$ cat config.mk
export PLATFORM = sky130hd
export DESIGN_NAME = double_ended_queue
export DESIGN_NICKNAME = d
export VERILOG_FILES = /design/src/sv/dq_pkg.sv /design/src/sv/dq_ctrl.sv /design/src/sv/dq_datapath.sv /design/src/sv/double_ended_queue.sv
export SDC_FILE = /design/constraint.sdc
export NUM_CORES = 1
export LEC_CHECK = 0
export BUFFER_PORTS_ARGS = -buffer_cell sky130_fd_sc_hd__buf_2
export CAP_MARGIN = 20
export CORE_MARGIN = 3
export CORE_UTILIZATION = 65
export CTS_BUF_LIST = sky130_fd_sc_hd__clkbuf_8
export DETAILED_ROUTE_END_ITERATION = 12
export MAX_ROUTING_LAYER = met4
export PLACE_DENSITY = 0.9
export SLEW_MARGIN = 40
export SYNTH_ARGS = -nofsm -noshare
export SYNTH_HDL_FRONTEND = slang
export SYNTH_SLANG_ARGS = --single-unit
export TNS_END_PERCENT = 5
$ cat constraint.sdc
create_clock -name clk -period 7.35 [get_ports clk]
set_clock_uncertainty 0.2 [all_clocks]
set_input_delay 1.47 -clock clk [delete_from_list [all_inputs] [get_ports clk]]
set_output_delay 1.47 -clock clk [all_outputs]
set_load 0.005 [all_outputs]
$ cat src/sv/dq_pkg.sv
// ---------------------------------------------------------------------------
// dq_pkg
// Request and status codes, controller command and status bundles.
// ---------------------------------------------------------------------------
`timescale 1ns / 1ps

package dq_pkg;

	typedef logic [1:0] req_t;
	typedef logic [1:0] status_t;

	localparam req_t REQ_PUSH_FRONT = 2'd0;
	localparam req_t REQ_PUSH_BACK  = 2'd1;
	localparam req_t REQ_POP_FRONT  = 2'd2;
	localparam req_t REQ_POP_BACK   = 2'd3;

	localparam status_t STATUS_OK        = 2'd0;
	localparam status_t STATUS_POP_EMPTY = 2'd1;
	localparam status_t STATUS_PUSH_FULL = 2'd2;

	// controller -> datapath
	typedef struct packed {
		logic load_req;
		logic exec;
		logic capture;
		logic out_load;
	} dq_cmd_t;

	// datapath -> controller
	typedef struct packed {
		logic need_read;
	} dq_sts_t;

endpackage

$ cat src/sv/dq_ctrl.sv
// ---------------------------------------------------------------------------
// dq_ctrl
// Sequencer for one request: accept, update, optional refill read, result.
// ---------------------------------------------------------------------------
`timescale 1ns / 1ps

module dq_ctrl (
	input  logic            clk,
	input  logic            arst_n,
	input  logic            in_valid,
	output logic            in_ready,
	output logic            out_valid,
	input  logic            out_ready,
	output dq_pkg::dq_cmd_t cmd,
	input  dq_pkg::dq_sts_t sts
);
	import dq_pkg::*;

	localparam logic [1:0] ST_IDLE = 2'd0;
	localparam logic [1:0] ST_EXEC = 2'd1;
	localparam logic [1:0] ST_READ = 2'd2;
	localparam logic [1:0] ST_DONE = 2'd3;

	logic [1:0] state_q;
	logic [1:0] state_d;
	logic       out_valid_q;

	always_comb begin
		state_d      = state_q;
		cmd          = '0;
		in_ready     = 1'b0;
		case (state_q)
			ST_IDLE: begin
				in_ready = 1'b1;
				if (in_valid) begin
					cmd.load_req = 1'b1;
					state_d      = ST_EXEC;
				end
			end
			ST_EXEC: begin
				cmd.exec = 1'b1;
				state_d  = sts.need_read ? ST_READ : ST_DONE;
			end
			ST_READ: begin
				cmd.capture = 1'b1;
				state_d     = ST_DONE;
			end
			ST_DONE: begin
				// result register frees up once the previous item is taken
				if (!out_valid_q || out_ready) begin
					cmd.out_load = 1'b1;
					state_d      = ST_IDLE;
				end
			end
			default: begin
				state_d = ST_IDLE;
			end
		endcase
	end

	always_ff @(posedge clk or negedge arst_n) begin
		if (!arst_n) begin
			state_q     <= ST_IDLE;
			out_valid_q <= 1'b0;
		end else begin
			state_q <= state_d;
			if (cmd.out_load) begin
				out_valid_q <= 1'b1;
			end else if (out_ready) begin
				out_valid_q <= 1'b0;
			end
		end
	end

	assign out_valid = out_valid_q;

endmodule

$ cat src/sv/dq_datapath.sv
// ---------------------------------------------------------------------------
// dq_datapath
// Slot memory, ring pointers, count, cached end values and result register.
// ---------------------------------------------------------------------------
`timescale 1ns / 1ps

module dq_datapath #(
	parameter int DEPTH      = 16,
	parameter int DATA_WIDTH = 32
) (
	input  logic                         clk,
	input  logic                         arst_n,
	input  dq_pkg::dq_cmd_t              cmd,
	output dq_pkg::dq_sts_t              sts,
	input  dq_pkg::req_t                 req_type,
	input  logic [DATA_WIDTH-1:0]        push_value,
	output logic [DATA_WIDTH-1:0]        popped_value,
	output logic [DATA_WIDTH-1:0]        front_value,
	output logic [DATA_WIDTH-1:0]        back_value,
	output logic [$clog2(DEPTH+1)-1:0]   element_count,
	output logic                         is_empty,
	output logic                         is_full,
	output dq_pkg::status_t              status
);
	import dq_pkg::*;

	localparam int AW = $clog2(DEPTH);
	localparam int CW = $clog2(DEPTH + 1);
	localparam logic [AW-1:0] LAST_IDX = AW'(DEPTH - 1);
	localparam logic [CW-1:0] FULL_CNT = CW'(DEPTH);

	function automatic logic [AW-1:0] idx_next(input logic [AW-1:0] i);
		return (i == LAST_IDX) ? '0 : i + AW'(1);
	endfunction

	function automatic logic [AW-1:0] idx_prev(input logic [AW-1:0] i);
		return (i == '0) ? LAST_IDX : i - AW'(1);
	endfunction

	logic [DATA_WIDTH-1:0] mem [DEPTH];

	req_t                  req_q;
	logic [DATA_WIDTH-1:0] value_q;
	logic [AW-1:0]         head_q;
	logic [AW-1:0]         tail_q;
	logic [CW-1:0]         count_q;
	logic [DATA_WIDTH-1:0] front_q;
	logic [DATA_WIDTH-1:0] back_q;
	logic [DATA_WIDTH-1:0] popped_q;
	status_t               status_q;
	logic [DATA_WIDTH-1:0] rd_data_q;

	logic [AW-1:0] head_prev;
	logic [AW-1:0] head_next;
	logic [AW-1:0] tail_prev;
	logic [AW-1:0] tail_prev2;
	logic          empty_now;
	logic          full_now;
	logic          wr_en;
	logic [AW-1:0] wr_addr;
	logic          rd_en;
	logic [AW-1:0] rd_addr;

	assign head_prev  = idx_prev(head_q);
	assign head_next  = idx_next(head_q);
	assign tail_prev  = idx_prev(tail_q);
	assign tail_prev2 = idx_prev(tail_prev);
	assign empty_now  = (count_q == '0);
	assign full_now   = (count_q == FULL_CNT);

	// a pop that leaves elements behind must refill the cached end from memory
	assign sts.need_read = (req_q == REQ_POP_FRONT || req_q == REQ_POP_BACK) &&
	                       (count_q > CW'(1));

	always_comb begin
		wr_en   = 1'b0;
		wr_addr = tail_q;
		rd_addr = head_next;
		case (req_q)
			REQ_PUSH_FRONT: begin
				wr_en   = cmd.exec && !full_now;
				wr_addr = head_prev;
			end
			REQ_PUSH_BACK: begin
				wr_en   = cmd.exec && !full_now;
				wr_addr = tail_q;
			end
			REQ_POP_FRONT: begin
				rd_addr = head_next;
			end
			REQ_POP_BACK: begin
				rd_addr = tail_prev2;
			end
			default: begin
				wr_en = 1'b0;
			end
		endcase
	end

	assign rd_en = cmd.exec && sts.need_read;

	always_ff @(posedge clk) begin
		if (wr_en) begin
			mem[wr_addr] <= value_q;
		end
		if (rd_en) begin
			rd_data_q <= mem[rd_addr];
		end
	end

	always_ff @(posedge clk or negedge arst_n) begin
		if (!arst_n) begin
			head_q  <= '0;
			tail_q  <= '0;
			count_q <= '0;
		end else if (cmd.exec) begin
			case (req_q)
				REQ_PUSH_FRONT: begin
					if (!full_now) begin
						head_q  <= head_prev;
						count_q <= count_q + CW'(1);
					end
				end
				REQ_PUSH_BACK: begin
					if (!full_now) begin
						tail_q  <= idx_next(tail_q);
						count_q <= count_q + CW'(1);
					end
				end
				REQ_POP_FRONT: begin
					if (!empty_now) begin
						head_q  <= head_next;
						count_q <= count_q - CW'(1);
					end
				end
				REQ_POP_BACK: begin
					if (!empty_now) begin
						tail_q  <= tail_prev;
						count_q <= count_q - CW'(1);
					end
				end
				default: begin
					count_q <= count_q;
				end
			endcase
		end
	end

	always_ff @(posedge clk) begin
		if (cmd.load_req) begin
			req_q   <= req_type;
			value_q <= push_value;
		end
		if (cmd.exec) begin
			popped_q <= '0;
			status_q <= STATUS_OK;
			case (req_q)
				REQ_PUSH_FRONT: begin
					if (full_now) begin
						status_q <= STATUS_PUSH_FULL;
					end else begin
						front_q <= value_q;
						if (empty_now) begin
							back_q <= value_q;
						end
					end
				end
				REQ_PUSH_BACK: begin
					if (full_now) begin
						status_q <= STATUS_PUSH_FULL;
					end else begin
						back_q <= value_q;
						if (empty_now) begin
							front_q <= value_q;
						end
					end
				end
				REQ_POP_FRONT: begin
					if (empty_now) begin
						status_q <= STATUS_POP_EMPTY;
					end else begin
						popped_q <= front_q;
					end
				end
				REQ_POP_BACK: begin
					if (empty_now) begin
						status_q <= STATUS_POP_EMPTY;
					end else begin
						popped_q <= back_q;
					end
				end
				default: begin
					status_q <= STATUS_OK;
				end
			endcase
		end
		if (cmd.capture) begin
			if (req_q == REQ_POP_FRONT) begin
				front_q <= rd_data_q;
			end else begin
				back_q <= rd_data_q;
			end
		end
		if (cmd.out_load) begin
			popped_value  <= popped_q;
			front_value   <= empty_now ? '0 : front_q;
			back_value    <= empty_now ? '0 : back_q;
			element_count <= count_q;
			is_empty      <= empty_now;
			is_full       <= full_now;
			status        <= status_q;
		end
	end

endmodule

$ cat src/sv/double_ended_queue.sv
// ---------------------------------------------------------------------------
// double_ended_queue
// Bounded deque on a ring buffer; push or pop at either end per item.
// ---------------------------------------------------------------------------
// Each item steps the controller through accept, update and result load;
// a pop that leaves the queue non-empty adds a refill step, since the newly
// exposed end is fetched from the slot RAM with a registered read. The front and
// back elements are cached in flops, so pushes and the popped value never wait
// on the RAM. A new item is accepted while the previous result still waits on
// out_ready; its result load then waits until the older result is taken, and
// the input stays blocked meanwhile. Pop on empty reports status 1, push on
// full reports status 2; both leave the queue unchanged. No clearing pass is
// needed after reset.
`timescale 1ns / 1ps

module double_ended_queue #(
	parameter int DEPTH      = 16,
	parameter int DATA_WIDTH = 32
) (
	input  logic                       clk,
	input  logic                       arst_n,
	input  logic                       in_valid,
	output logic                       in_ready,
	input  dq_pkg::req_t               req_type,
	input  logic [DATA_WIDTH-1:0]      push_value,
	output logic                       out_valid,
	input  logic                       out_ready,
	output logic [DATA_WIDTH-1:0]      popped_value,
	output logic [DATA_WIDTH-1:0]      front_value,
	output logic [DATA_WIDTH-1:0]      back_value,
	output logic [$clog2(DEPTH+1)-1:0] element_count,
	output logic                       is_empty,
	output logic                       is_full,
	output dq_pkg::status_t            status
);
	import dq_pkg::*;

	dq_cmd_t cmd;
	dq_sts_t sts;

	dq_ctrl u_ctrl (
		.clk       (clk),
		.arst_n    (arst_n),
		.in_valid  (in_valid),
		.in_ready  (in_ready),
		.out_valid (out_valid),
		.out_ready (out_ready),
		.cmd       (cmd),
		.sts       (sts)
	);

	dq_datapath #(
		.DEPTH      (DEPTH),
		.DATA_WIDTH (DATA_WIDTH)
	) u_datapath (
		.clk           (clk),
		.arst_n        (arst_n),
		.cmd           (cmd),
		.sts           (sts),
		.req_type      (req_type),
		.push_value    (push_value),
		.popped_value  (popped_value),
		.front_value   (front_value),
		.back_value    (back_value),
		.element_count (element_count),
		.is_empty      (is_empty),
		.is_full       (is_full),
		.status        (status)
	);

endmodule

### Word level (Yosys, flattened, before mapping)

Memory sizes are Yosys's and may differ from the RTL's. A register that Yosys moved wholly into a read port is not among the register bits.
Cells that the tools add are included.

* $lt $le $gt $ge: 1
* reductions and logical operators: 22
* eq/ne operators: 17
* add/sub/neg operators: 7
* muxes and demuxes: 52

Operators by type and width (number)
* $mux W32: 14
* $pmux W32 S2: 3
* $mux W4: 11
* $pmux W4 S2: 2
* $mux W1: 14
* $ne A2 B2 Y1 const B: 7
* $logic_not A4 Y1: 3
* $sub A4 B1 Y4 const B: 3
* $mux W5: 2
* $pmux W5 S2: 1
* $add A4 B1 Y4 const B: 2
* $eq A2 B2 Y1 const B: 4
* $eq A4 B4 Y1 const B: 2
* $pmux W2 S4: 1
* $reduce_and A4 Y1: 2
* $mux W2: 3
* $reduce_bool A2 Y1: 3
* $add A5 B1 Y5 const B: 1
* $eq A5 B5 Y1 const B: 1
* $gt A5 B1 Y1 const B: 1
* $logic_not A5 Y1: 1
* $sub A5 B1 Y5 const B: 1
* $eq A2 B1 Y1 const B: 2
* $logic_not A2 Y1: 2
* 8 further kinds: 13

* input port bits: 38
* flip-flop bits (word level): 253
* memories: 1
* output and inout bits: 107
* bits in writable memories: 512
* logic and storage cells: 118

Memory list
* u_datapath.mem: words 16, bits a word 32, rd ports 1, clocked after memory_dff 1, write ports 1, RTL line dq_datapath.sv:40 `logic [DATA_WIDTH-1:0] mem [DEPTH];`

### Longest topological paths before layout

* word-level depth: 7
* mapped depth: 11

### Hierarchy

From an unflattened synthesis, not the netlist that was laid out.

* cell total of the unflattened synthesis: 1694
* area total of the unflattened synthesis: 30704.4 um2

By module, submodules not included
* dq_datapath: sequential area each 23137.2 um2, cells an instance 1673, times used 1, area each 30473.0 um2
* dq_ctrl: sequential area each 75.1 um2, cells an instance 21, times used 1, area each 231.5 um2

### Worst setup path before layout

Ideal clock, no wire load.

* path kind: input port to flip-flop
* start: input out_ready
* end: register u_datapath.back_value[0] (enable)
* path buffers: 0
* arrival: 4.002 ns
* slack: 2.673 ns
* stages on the path: 2
* path through: nand2b_1 and2_1

RTL lines
* start, declared: RTL line double_ended_queue.sv:27 `input logic out_ready,`
* end signal, assigned: RTL line dq_datapath.sv:207 `back_value <= empty_now ? '0 : back_q;`
* end, declared: RTL line dq_datapath.sv:19 `output logic [DATA_WIDTH-1:0] back_value,`

### Final worst setup path

* start: register u_ctrl.state_q[1]
* end: memory u_datapath.mem[14][11] (enable)

* cells in the longest elaborated chain, start to end: 6

RTL lines
* start, declared: RTL line dq_ctrl.sv:24 `logic [1:0] state_q;`
* start signal, assigned: RTL line dq_ctrl.sv:66 `state_q <= state_d;`
* $eq A2 B1 Y1: RTL line dq_ctrl.sv:32 `case (state_q)`
* $mux W1: RTL line dq_ctrl.sv:32
* $logic_and A1 B1 Y1: RTL line dq_datapath.sv:81, dq_datapath.sv:85
* $mux W1
* $mux W1: RTL line dq_datapath.sv:103 `if (wr_en) begin`
* $mux W1 (not written as such): RTL line dq_datapath.sv:104 `mem[wr_addr] <= value_q;`
* end, declared: RTL line dq_datapath.sv:40

No other way between the ends.

==> impl_metrics.yaml <==
outcome:
  outcome: "finished clean"
layout:
  final_cells: 2574
  n_antenna_cell: 0
  fin_nets: 1916
  drive_gt1_share_pct: 22.6
  postLayoutCellArea_mm2: 0.0351
  finish.utilization_pct: 73.3
  area.growth.synth_to_final_pct: 11.0
worst_setup_path:
  critical-path-max-stage-delay_ps: 660
  critical_path_cell_by_cell: "inv_1, ha_2, buf_4, nor2b_1, and2_1, and2_1, nand2_1, nor2_4, buf_4"
  worstSetupEndpointType: "flop"
  timing.critical_path.from_type: "flop"
  critical-path-slowest-cell: "nor2b_1"
  worst-path-buf-inv: 3
  crit_path_max_fanout: 39
  cp_top_family: "simple AND/OR/NAND/NOR gates"
  worst-endpoint-arrival_ps: 4340
  critPathKind: "reg -> reg"
  critPathRequiredTime_ps: 7500
synthesis:
  synth.top_cells.by_area: "edfxtp_1 68%, mux4_1 6.5%, mux2i_1 5.2%, dfxtp_1 4.1%, mux4_2 3.6%"
  post_synth_fa_ha_maj_area_fraction_pct: 0.594
  synthArstFlopShare_pct: 2.01
  syn-num-nets: 1699
  synth-seq-area-share_pct: 73.5
  synthMuxAreaShare_pct: 16.2
  yosys.area_share.simple_pct: 4.30
  ys_dominant_reg_cell: "edfxtp_1"
  synth_enable_flop_cells: 717
  synth_largest_area_cell: "edfxtp_1"
  synth_xor_area_share_pct: 0.305
  number_of_synthesized_register_bits: 797
  postSynthAreaPerCell_um2: 19.2
  syn-instance-count: 1646
  synth_top_family_by_area: "multiplexers"
  synth_compound_gate_area_share_pct: 2.41
  mappedNetlistArea_mm2: 0.0316
  ys.warnings.count: 0
  synth_cell_types: 59
  yosysTopAreaCellShare_pct: 68.1
sta:
  layout_setup_ws_ps: 3150
  min_tclk_post_route_ps: 4200
  setup-tns-final_ps: 0
  worst_hold_slack_ps: 202
  drv_slew: 0
  worst-slew-pin-transition_ps: 817
  rsz0062_at_grt: "no"
  setup-violations-final: 0
  timing.max_slew.rel_slack_pct: 45.5
  final-hold-violation-count: 0
  final.period_utilization_pct: 57.1
  max_freq_ghz: 0.238
drt:
  drtAntennaViolNets: 0
  routed-via-count: 16200
  remaining_drc_errors: 0
  drt_first_iter_violations: 1881
  routed_wirelength_mm: 65.6
  detail_route.first_pass.iterations: 6
  wire_per_inst_um: 25.5
  route.detailed.vias_per_inst: 6.28
global_routing:
  via_count_of_the_first_global_routing_pass: 16500
  grt_pass1_wl_mm: 98.4
  grt_usage_pct: 26.8
  grt_start_max_net_pins: 129
  grt_antenna_before_repair: 0
  globalRoute.totalOverflow: 0
floorplan:
  design.die.area_mm2: 0.0513
  core_region_area_mm2: 0.0478
  dieWidth_um: 226
  row_count: 80
  floorplan.initialDensity_pct: 66.0
  floorplan.io_pins: 145
  die_h_um: 226
clock_tree:
  clock_latency_ps: 720
  cts_buffers: 114
  clock_tree.htree_level_count: 3
  cts-root-buf: "clkbuf_8"
  clock_sinks: 797
  cts.path.max_buffers: 3
  holdBufCountCts: 0
  clk_slew_on_worst_s_h_paths_ps: 60
  cts_resized: 0
  post_cts_buffers: 0
  tritoncts_clock_tree: "yes"
placed_design:
  portBuffers: 144
  dpl.hpwl_mm: 39.6
  post_dp_cell_area_mm2: 0.0330
  detailedPlace.worstSlack_ps: 3270
  dp_cells: 2362
  final_weighted_congestion_of_routability_driven_global_placement: 0.815
pwr:
  p_leak_nw: 12.7
  fin_total_pwr_mw: 14.1
  power.ir.vdd_worst_v: 0.000551
  cellPowerDensity_mw_per_mm2: 402
hold_path:
  worstHoldPathType: "reg -> reg"
job:
  cap_viol_max_count: 0
power breakdown:
group	switching [mW]	internal, mW
Combinational	2.38	1.98
Clock	1.61	1.56
Sequential	0.520	6.07
Total	4.51	9.61
worst paths after layout:
kind / start / end / slack, ps / cells after the start
worst max-delay path: u_ctrl.state_q[1] / u_datapath.mem[14][11] / 3150 / 9
worst min-delay path: u_datapath.popped_q[19] / u_datapath.popped_value[19] / 200 / 0
worst max register to register: u_ctrl.state_q[1] / u_datapath.mem[14][11] / 3150 / 9
worst min register to register: u_datapath.popped_q[19] / u_datapath.popped_value[19] / 200 / 0
max in group asynchronous: arst_n / u_datapath.tail_q[1] / 6170 / 1
min in group asynchronous: arst_n / u_datapath.head_q[1] / 470 / 1
state kept, by name, summed over array words and instances, names as in the netlist, 32 cells and up:
signal / flops
u_datapath.back_q: 32
u_datapath.back_value: 32
u_datapath.mem: 512
u_datapath.popped_q: 32
u_datapath.popped_value: 32
u_datapath.rd_data_q: 32
u_datapath.front_q: 32
u_datapath.value_q: 32
u_datapath.front_value: 32
cell type report:
type	instances	area, µm²
Sequential cell	797	23200
Fill cell	2523	12800
Multi-Input combinational cell	750	7710
Clock buffer	118	1620
Timing Repair Buffer	183	1240
Tap cell	615	769
Clock inverter	94	459
Inverter	17	68.8
cells in the final DEF, fill, tap and decap left out, types with 8 or more instances in the layout:
cell type    n
mux2i_1    165
a21oi_1     23
o21ai_0     84
dfxtp_1     64
dfrtp_1     16
clkinv_2    22
ha_1        14
edfxtp_1   717
buf_2      144
and2_1      33
mux4_2      50
clkbuf_8   118
inv_1       43
buf_8        8
clkinv_1    36
nand2_1     94
nor2b_1     64
buf_4       21
mux2_2      27
mux4_1      78
nor2_1      32
nor2_4      16
cell usage after synthesis (all sizes together) (2+ instances only):
| master | n |
|---|---|
| clkbuf | 27 |
| dfxtp | 64 |
| nor2 | 48 |
| o22ai | 3 |
| nand2b | 5 |
| nor2b | 65 |
| buf | 55 |
| dfrtp | 16 |
| o211ai | 4 |
| nand2 | 95 |
| a41oi | 2 |
| and2 | 37 |
| nand3b | 3 |
| o31ai | 3 |
| a31oi | 3 |
| ha | 15 |
| mux2 | 27 |
| edfxtp | 717 |
| xor2 | 5 |
| nand3 | 8 |
| mux2i | 165 |
| a21o | 2 |
| nor3 | 4 |
| inv | 16 |
| mux4 | 128 |
| a21oi | 25 |
| and3 | 2 |
| o21ai | 85 |
| xnor2 | 6 |
per-layer routing:
layer	up-vias	part of all wire (%)	global-route usage [%]
met1	8133	39	36.4
met5	-	0	-
li1	6978	-	-
met3	150	9.4	4.57
met2	902	49	41.8
met4	0	2.9	9.86
logic make-up after synthesis:
| group | Yosys count |
|---|---|
| AOI/OAI and AO/OA | 133 |
| adders and majority gates | 15 |
| DFF | 797 |
| muxes | 320 |
| buffers and inverters | 99 |
| xor gates and xnor gates | 11 |
| and+or+nand+nor | 271 |
Power figures use the tool's default switching activity.
